--- config.mk ---
export PLATFORM = sky130hd
export DESIGN_NAME = mllp_job_fifo
export DESIGN_NICKNAME = d
export VERILOG_FILES = /design/src/hdl/masked_logit_log_probability_defines.svh /design/src/hdl/mllp_pkg.sv /design/src/hdl/mllp_job_fifo.sv
export SDC_FILE = /design/constraint.sdc
export NUM_CORES = 1
export LEC_CHECK = 0
export BUFFER_PORTS_ARGS = -buffer_cell sky130_fd_sc_hd__buf_2
export CORE_ASPECT_RATIO = 0.7
export CORE_MARGIN = 2
export CORE_UTILIZATION = 55
export DETAILED_ROUTE_END_ITERATION = 7
export GPL_ROUTABILITY_DRIVEN = 1
export PLACE_DENSITY = 0.83
export SLEW_MARGIN = 20
export SYNTH_ARGS = -nofsm -noshare
export SYNTH_HDL_FRONTEND = slang
export SYNTH_SLANG_ARGS = --single-unit
--- constraint.sdc ---
create_clock -name clk -period 5.7 [get_ports clk]
set_clock_uncertainty 0.1 [all_clocks]
set_input_delay 0 -clock clk [delete_from_list [all_inputs] [get_ports clk]]
set_output_delay 0 -clock clk [all_outputs]
set_load 0.03 [all_outputs]
--- src/hdl/masked_logit_log_probability_defines.svh ---
// Assertion macros used by the file that checks this block.
`ifndef MASKED_LOGIT_LOG_PROBABILITY_DEFINES_SVH
`define MASKED_LOGIT_LOG_PROBABILITY_DEFINES_SVH

// Same-cycle implication, disabled during reset
`define MLLP_ASSERT_IMP(label, clk, rst_n, ante, cons, msg) \
  label: assert property (@(posedge clk) disable iff (!rst_n) (ante) |-> (cons)) \
    else $error(msg);

// Next-cycle implication, disabled during reset
`define MLLP_ASSERT_NXT(label, clk, rst_n, ante, cons, msg) \
  label: assert property (@(posedge clk) disable iff (!rst_n) (ante) |=> (cons)) \
    else $error(msg);

`endif

--- src/hdl/mllp_pkg.sv ---
package mllp_pkg;

  // Store depth bounds and fixed job field widths
  localparam int MAX_ALTS_DEF = 64;
  localparam int JOB_CNT_W    = 9;
  localparam int JOB_IDX_W    = 8;
  localparam int JOB_Q_DEPTH  = 2;

  // Fixed-point constants
  localparam logic [31:0] TEN_Q16_M1 = 32'd655359;
  localparam logic [16:0] RECIP10    = 17'd52429;
  localparam int          RECIP10_SH = 19;
  localparam logic [30:0] ONE_Q30    = 31'd1073741824;
  localparam logic [30:0] HALF_Q30   = 31'd536870912;
  localparam logic [30:0] LN2_Q30    = 31'd744261118;
  localparam int          DIV_NUM_W  = 61;
  localparam int          LN_BITS    = 16;

  // exp(-2^j) in Q30 for j = -16 .. 4
  localparam int EXP_TAB_N = 21;
  localparam logic [30:0] EXP_TAB [EXP_TAB_N] = '{
    31'd1073725440, 31'd1073709056, 31'd1073676290, 31'd1073610760, 31'd1073479712,
    31'd1073217664, 31'd1072693760, 31'd1071646719, 31'd1069555701, 31'd1065385899,
    31'd1057095000, 31'd1040706261, 31'd1008687096, 31'd947573834,  31'd836230973,
    31'd651257337,  31'd395007542,  31'd145315154,  31'd19666268,   31'd360200,
    31'd121
  };

  typedef enum logic [1:0] {
    ST_OK      = 2'd0,
    ST_ABSENT  = 2'd1,
    ST_UNAVAIL = 2'd2
  } status_t;

  // One classified choice set handed from front to back
  typedef struct packed {
    logic                 run;
    status_t              status;
    logic                 log_mode;
    logic signed [31:0]   max_u;
    logic [JOB_CNT_W-1:0] count;
    logic [JOB_IDX_W-1:0] slot;
  } job_t;

endpackage

--- src/hdl/mllp_job_fifo.sv ---
module mllp_job_fifo (
  input  logic          clk,
  input  logic          rst_n,
  input  logic          push,
  input  mllp_pkg::job_t push_data,
  input  logic          pop,
  output mllp_pkg::job_t pop_data,
  output logic          empty
);
  import mllp_pkg::*;

  localparam int PTR_W = $clog2(JOB_Q_DEPTH);
  localparam int CNT_W = $clog2(JOB_Q_DEPTH + 1);

  job_t             slot_r [JOB_Q_DEPTH];
  logic [PTR_W-1:0] wp_r;
  logic [PTR_W-1:0] rp_r;
  logic [CNT_W-1:0] cnt_r;
  logic             full;
  logic             do_push;
  logic             do_pop;

  assign full    = (cnt_r == CNT_W'(JOB_Q_DEPTH));
  assign empty   = (cnt_r == '0);
  assign do_push = push && !full;
  assign do_pop  = pop && !empty;

  // Hold job payloads
  always_ff @(posedge clk) begin
    if (do_push) slot_r[wp_r] <= push_data;
  end

  // Advance pointers and fill level
  always_ff @(posedge clk) begin
    if (!rst_n) begin
      wp_r  <= '0;
      rp_r  <= '0;
      cnt_r <= '0;
    end else begin
      if (do_push) wp_r <= (wp_r == PTR_W'(JOB_Q_DEPTH - 1)) ? '0 : wp_r + 1'b1;
      if (do_pop)  rp_r <= (rp_r == PTR_W'(JOB_Q_DEPTH - 1)) ? '0 : rp_r + 1'b1;
      if (do_push && !do_pop)      cnt_r <= cnt_r + 1'b1;
      else if (do_pop && !do_push) cnt_r <= cnt_r - 1'b1;
    end
  end

  assign pop_data = slot_r[rp_r];
endmodule

; ---- After elaboration in Yosys (flattened, before gate mapping)
; Memory sizes are Yosys's and may differ from the RTL's. A register that Yosys moved wholly into a read port is not among the register bits.
; Cells that the tools add are included.
[classes]
n_div = 0
n_shift = 0
n_mul = 0
n_eq_ne = 1
reduce_logical = 10
muxes = 8
addsub = 4
bitwise_logic = 0
order_cmp = 0
[ops]
columns = cell, n
row1 = 1-bit two-way mux, 6
row2 = 1-bit logical AND, 4
row3 = 1-bit zero test, 4
row4 = 2-bit two-way mux, 2
row5 = 1-bit adder (second input constant), 2
row6 = 2-bit by 1-bit adder with 2-bit output (second input constant), 1
row7 = 2-bit equality test (second input constant), 1
row8 = 2-bit zero test, 1
row9 = 2-bit nonzero test, 1
row10 = 2-bit by 1-bit subtractor with 2-bit output (second input constant), 1
[totals]
rom_bits = 0
mem_bits_rw = 106
inputBits = 57
n_memories = 1
reg_bits = 4
latch_bits = 0
word_cells = 27
[memory_table]
columns = memory, depth, word_bits, rd, rd_clocked_by_memory_dff, write_ports, line_no
row1 = slot_r, 2, 53, 1, 1, 1, mllp_job_fifo.sv:15  ; job_t slot_r [JOB_Q_DEPTH];

; ---- Depth between registers and ports, before layout
[depth]
depth_word = 7
depth_mapped = 7

; ---- Worst setup path after synthesis
; Ideal clock, no wire load.
[synth_path]
kind = register to register
start = register cnt_r[0]
end = memory slot_r[1][0] (netlist bit) (enable)
setup_slack_ps = 2296
arrival_time_ps = 2840
stages_incl_launch_ff = 4
t_required_ps = 5136
cell_sequence = dfxtp_1 -> nand2b_1 -> nand2_1 -> nor2_1
[synth_via]
elab_chain_len = 5
[synth_rtl]
columns = element, line_no
row1 = from (decl), mllp_job_fifo.sv:18  ; logic [CNT_W-1:0] cnt_r;
row2 = from (signal assigned), mllp_job_fifo.sv:42  ; if (do_push && !do_pop) cnt_r <= cnt_r + 1'b1;
row3 = from (signal assigned), mllp_job_fifo.sv:43  ; else if (do_pop && !do_push) cnt_r <= cnt_r - 1'b1;
row4 = 2-bit equality test, mllp_job_fifo.sv:23  ; assign full = (cnt_r == CNT_W'(JOB_Q_DEPTH));
row5 = 1-bit zero test, mllp_job_fifo.sv:25  ; assign do_push = push && !full;
row6 = 1-bit logical AND, mllp_job_fifo.sv:25
row7 = 1-bit two-way mux, mllp_job_fifo.sv:30  ; if (do_push) slot_r[wp_r] <= push_data;
row8 = 1-bit two-way mux (implied by the code), mllp_job_fifo.sv:30
row9 = to (decl), mllp_job_fifo.sv:15
; Every way passes these cells.

==> flow_metrics.env <==
export IMPL_dr_total_vias=2249
export IMPL_vias_per_cell=4.837
export IMPL_crit_family="buffers and inverters"
export IMPL_dieHeight_um=75.75
export IMPL_setup_tns_final_ns=0
export IMPL_port_buffers=110
export IMPL_peakVddDrop_mv=0.2445
export IMPL_ant_nets=0
export IMPL_synth_nets=249
export IMPL_yosysSeqAreaShare_pct=81.16
export IMPL_drt_iter0_markers=102
export IMPL_syn_inst=191
export IMPL_syn_avg_cell_area_sq_um=21.18
export IMPL_path_cells="buf_4, mux2_2, buf_2"
export IMPL_reg2reg_to="slot_r[1][24]"
export IMPL_fin_crit_ns=2.208
export IMPL_totalWireLength_um=7311
export IMPL_grt_max_degree=54
export IMPL_cp_arrival_ns=2.11
export IMPL_cts_tree="built"
export IMPL_min_path_type="primary input to register"
export IMPL_clk_path_buf_depth=2
export IMPL_worst_pin_slew_ns=0.6717
export IMPL_grt_total_usage_pct=18.61
export IMPL_cts_root_buf="clkbuf_8"
export IMPL_grt_pass1_wl_um=10850
export IMPL_cts_buffers=9
export IMPL_crit_type="register to output port"
export IMPL_gp_congestion=0.7280
export IMPL_yosysTopAreaCellShare_pct=78.69
export IMPL_core_area_sq_mm=0.007222
export IMPL_grt_antenna_before_repair=0
export IMPL_placed_cells=395
export IMPL_relSlewSlack_pct=55.22
export IMPL_syn_area_sq_mm=0.004045
export IMPL_synth_cell_type_count=20
export IMPL_max_freq_mhz=452.9
export IMPL_die_x_um=106.5
export IMPL_die_area_sq_mm=0.008067
export IMPL_drive_gt1_share_pct=49.59
export IMPL_final_hold_viol_count=0
export IMPL_crit_cells=3
export IMPL_crit_path_max_incr_delay_ns=0.64
export IMPL_status="complete, no violations"
export IMPL_ys_warn_count=0
export IMPL_reg2regPathDepth=4
export IMPL_cap_viol_max_count=0
export IMPL_area_delta_synth_final_pct=34.86
export IMPL_instances_no_fill=465
export IMPL_fin_crit_sh_pct=38.74
export IMPL_grt_pass1_vias=2227
export IMPL_antenna_cells=0
export IMPL_synth_top_cell_by_area="edfxtp_1"
export IMPL_crit_required_ns=5.60
export IMPL_path_max_fanout=34
export IMPL_hp_start="pop"
export IMPL_min_delay_path_depth=4
export IMPL_cts_sinks=111
export IMPL_worstSkewPairLatency_ns=0.36
export IMPL_fin_nets=421
export IMPL_post_cts_buffers=0
export IMPL_ys_ff_latch=111
export IMPL_dp_final_hpwl_um=4240
export IMPL_setup_violations=0
export IMPL_path_clk_slew_ns=0.09
export IMPL_r2r_start="cnt_r[0]"
export IMPL_power_leakage_nw=2.058
export IMPL_ios=111
export IMPL_path_buf_inv=2
export IMPL_post_route_drc_count=0
export IMPL_htree_levels=3
export IMPL_worstSetupEndpointType="output port"
export IMPL_grt_overflow_total=0
export IMPL_startpoint_type="register"
export IMPL_r2r_slack_ns=3.59
export IMPL_initial_core_util_pct=56.01
export IMPL_wl_per_cell_um=15.72
export IMPL_rsz0062_at_grt="false"
export IMPL_maxSlewViolCount=0
export IMPL_synthTopCellsByArea="edfxtp_1, mux2_2, dfxtp_1"
export IMPL_std_cell_rows=26
export IMPL_power_density_mw_per_mm2=411.7
export IMPL_detail_route_first_pass_iterations=4
export IMPL_cpMaxStageDelayCell="dfxtp_2"
-- worst max path at each step --
stage | endpoint | start | slack, ns
after floorplan | slot_r[1][0] | cnt_r[0] | 2.30
after global placement | slot_r[1][46] | cnt_r[0] | 3.58
after detailed placement | slot_r[1][23] | cnt_r[0] | 3.57
after CTS | pop_data[14] | register | 3.44
after global routing | pop_data[14] | register | 3.37
final | pop_data[14] | register | 3.49
-- final cells by class --
class	count	area, sq um
Sequential cell	111	3284
Inverter	3	13.76
Clock buffer	9	123.9
Multi-Input combinational cell	71	723.2
Tap cell	98	122.6
Clock inverter	6	71.32
Timing Repair Buffer	167	1116
Fill cell	438	1767
-- worst min-delay path, delay by kind of cell --
| family | cells | cell delay [ns] |
|---|---|---|
| buffers and inverters | 1 | 0.08 |
| xor gates and xnor gates | 1 | 0.16 |
| AOI/OAI and AO/OA | 1 | 0.09 |
| and+or+nand+nor | 1 | 0.12 |
-- layout by cell type (no fill, tap or decap), types with 2 or more instances in the layout --
master,n
clkbuf_8,9
buf_2,110
and2_1,3
buf_4,2
edfxtp_1,106
dfxtp_1,4
mux2_2,53
dlygate4sd3_1,55
clkinv_4,3
xnor2_1,2
inv_1,2
-- cell families (layout without fill, tap and decap cells) --
group | Yosys count | count (layout) | share of synthesized area [%]
muxes | 53 | 53 | 14.75
adders and majority gates | 1 | 1 | 0.3093
DFF | 111 | 111 | 81.16
AOI/OAI and AO/OA | 5 | 5 | 0.8042
xor gates and xnor gates | 3 | 3 | 0.6497
and+or+nand+nor | 9 | 9 | 1.175
buffers and inverters | 9 | 185 | 1.144
-- layer usage --
| layer | vias up | wire, um | GRT usage, % |
|---|---|---|---|
| li1 | 1088 | - | - |
| met1 | 1086 | 3052 | 21.97 |
| met2 | 73 | 3803 | 32.91 |
| met3 | 2 | 439 | 7.442 |
| met4 | 0 | 16 | 4.762 |
| met5 | - | 0 | 0 |
-- through the flow --
stage	worst slack [ns]	utilization (%)	power [W]	hold WS (ns)	area (sq um)
after global placement	3.577	65.18	0.001771	0.08712	4707
after CTS	3.442	75.54	0.002262	0.0001682	5455
after detailed placement	3.569	65.21	0.001785	0.09142	4710
after floorplan	2.296	-	0.001601	-0.001131	4045
final	3.492	75.54	0.002246	0.01227	5455
after global routing	3.371	75.54	0.002354	0.04414	5455
-- timing repair --
item                                   CTS  global route
hold buffers                            55             0
resized for setup                        0             0
endpoints found under the hold margin  111             0
-- power breakdown --
group	internal [W]	switching (W)	leakage (nW)
logic	0.000272	0.000455	0.928
registers	0.00102	0.0000457	1.03
clock network	0.000205	0.000249	0.0988
-- registers in the layout, summed over array words and instances, names as in the netlist, named ones only --
signal and cells:
cnt_r 2, rp_r 1, slot_r 106, wp_r 1
-- synth_stat cells (all sizes together) --
master,count
nand2b,1
and2,3
nand3,1
nor2,2
dfxtp,5
a21boi,2
a21o,1
mux2,53
ha,1
or3,1
xnor2,2
buf,6
edfxtp,106
o21ai,2
inv,3
xor2,1
nand2,1
Power figures use the tool's default switching activity.
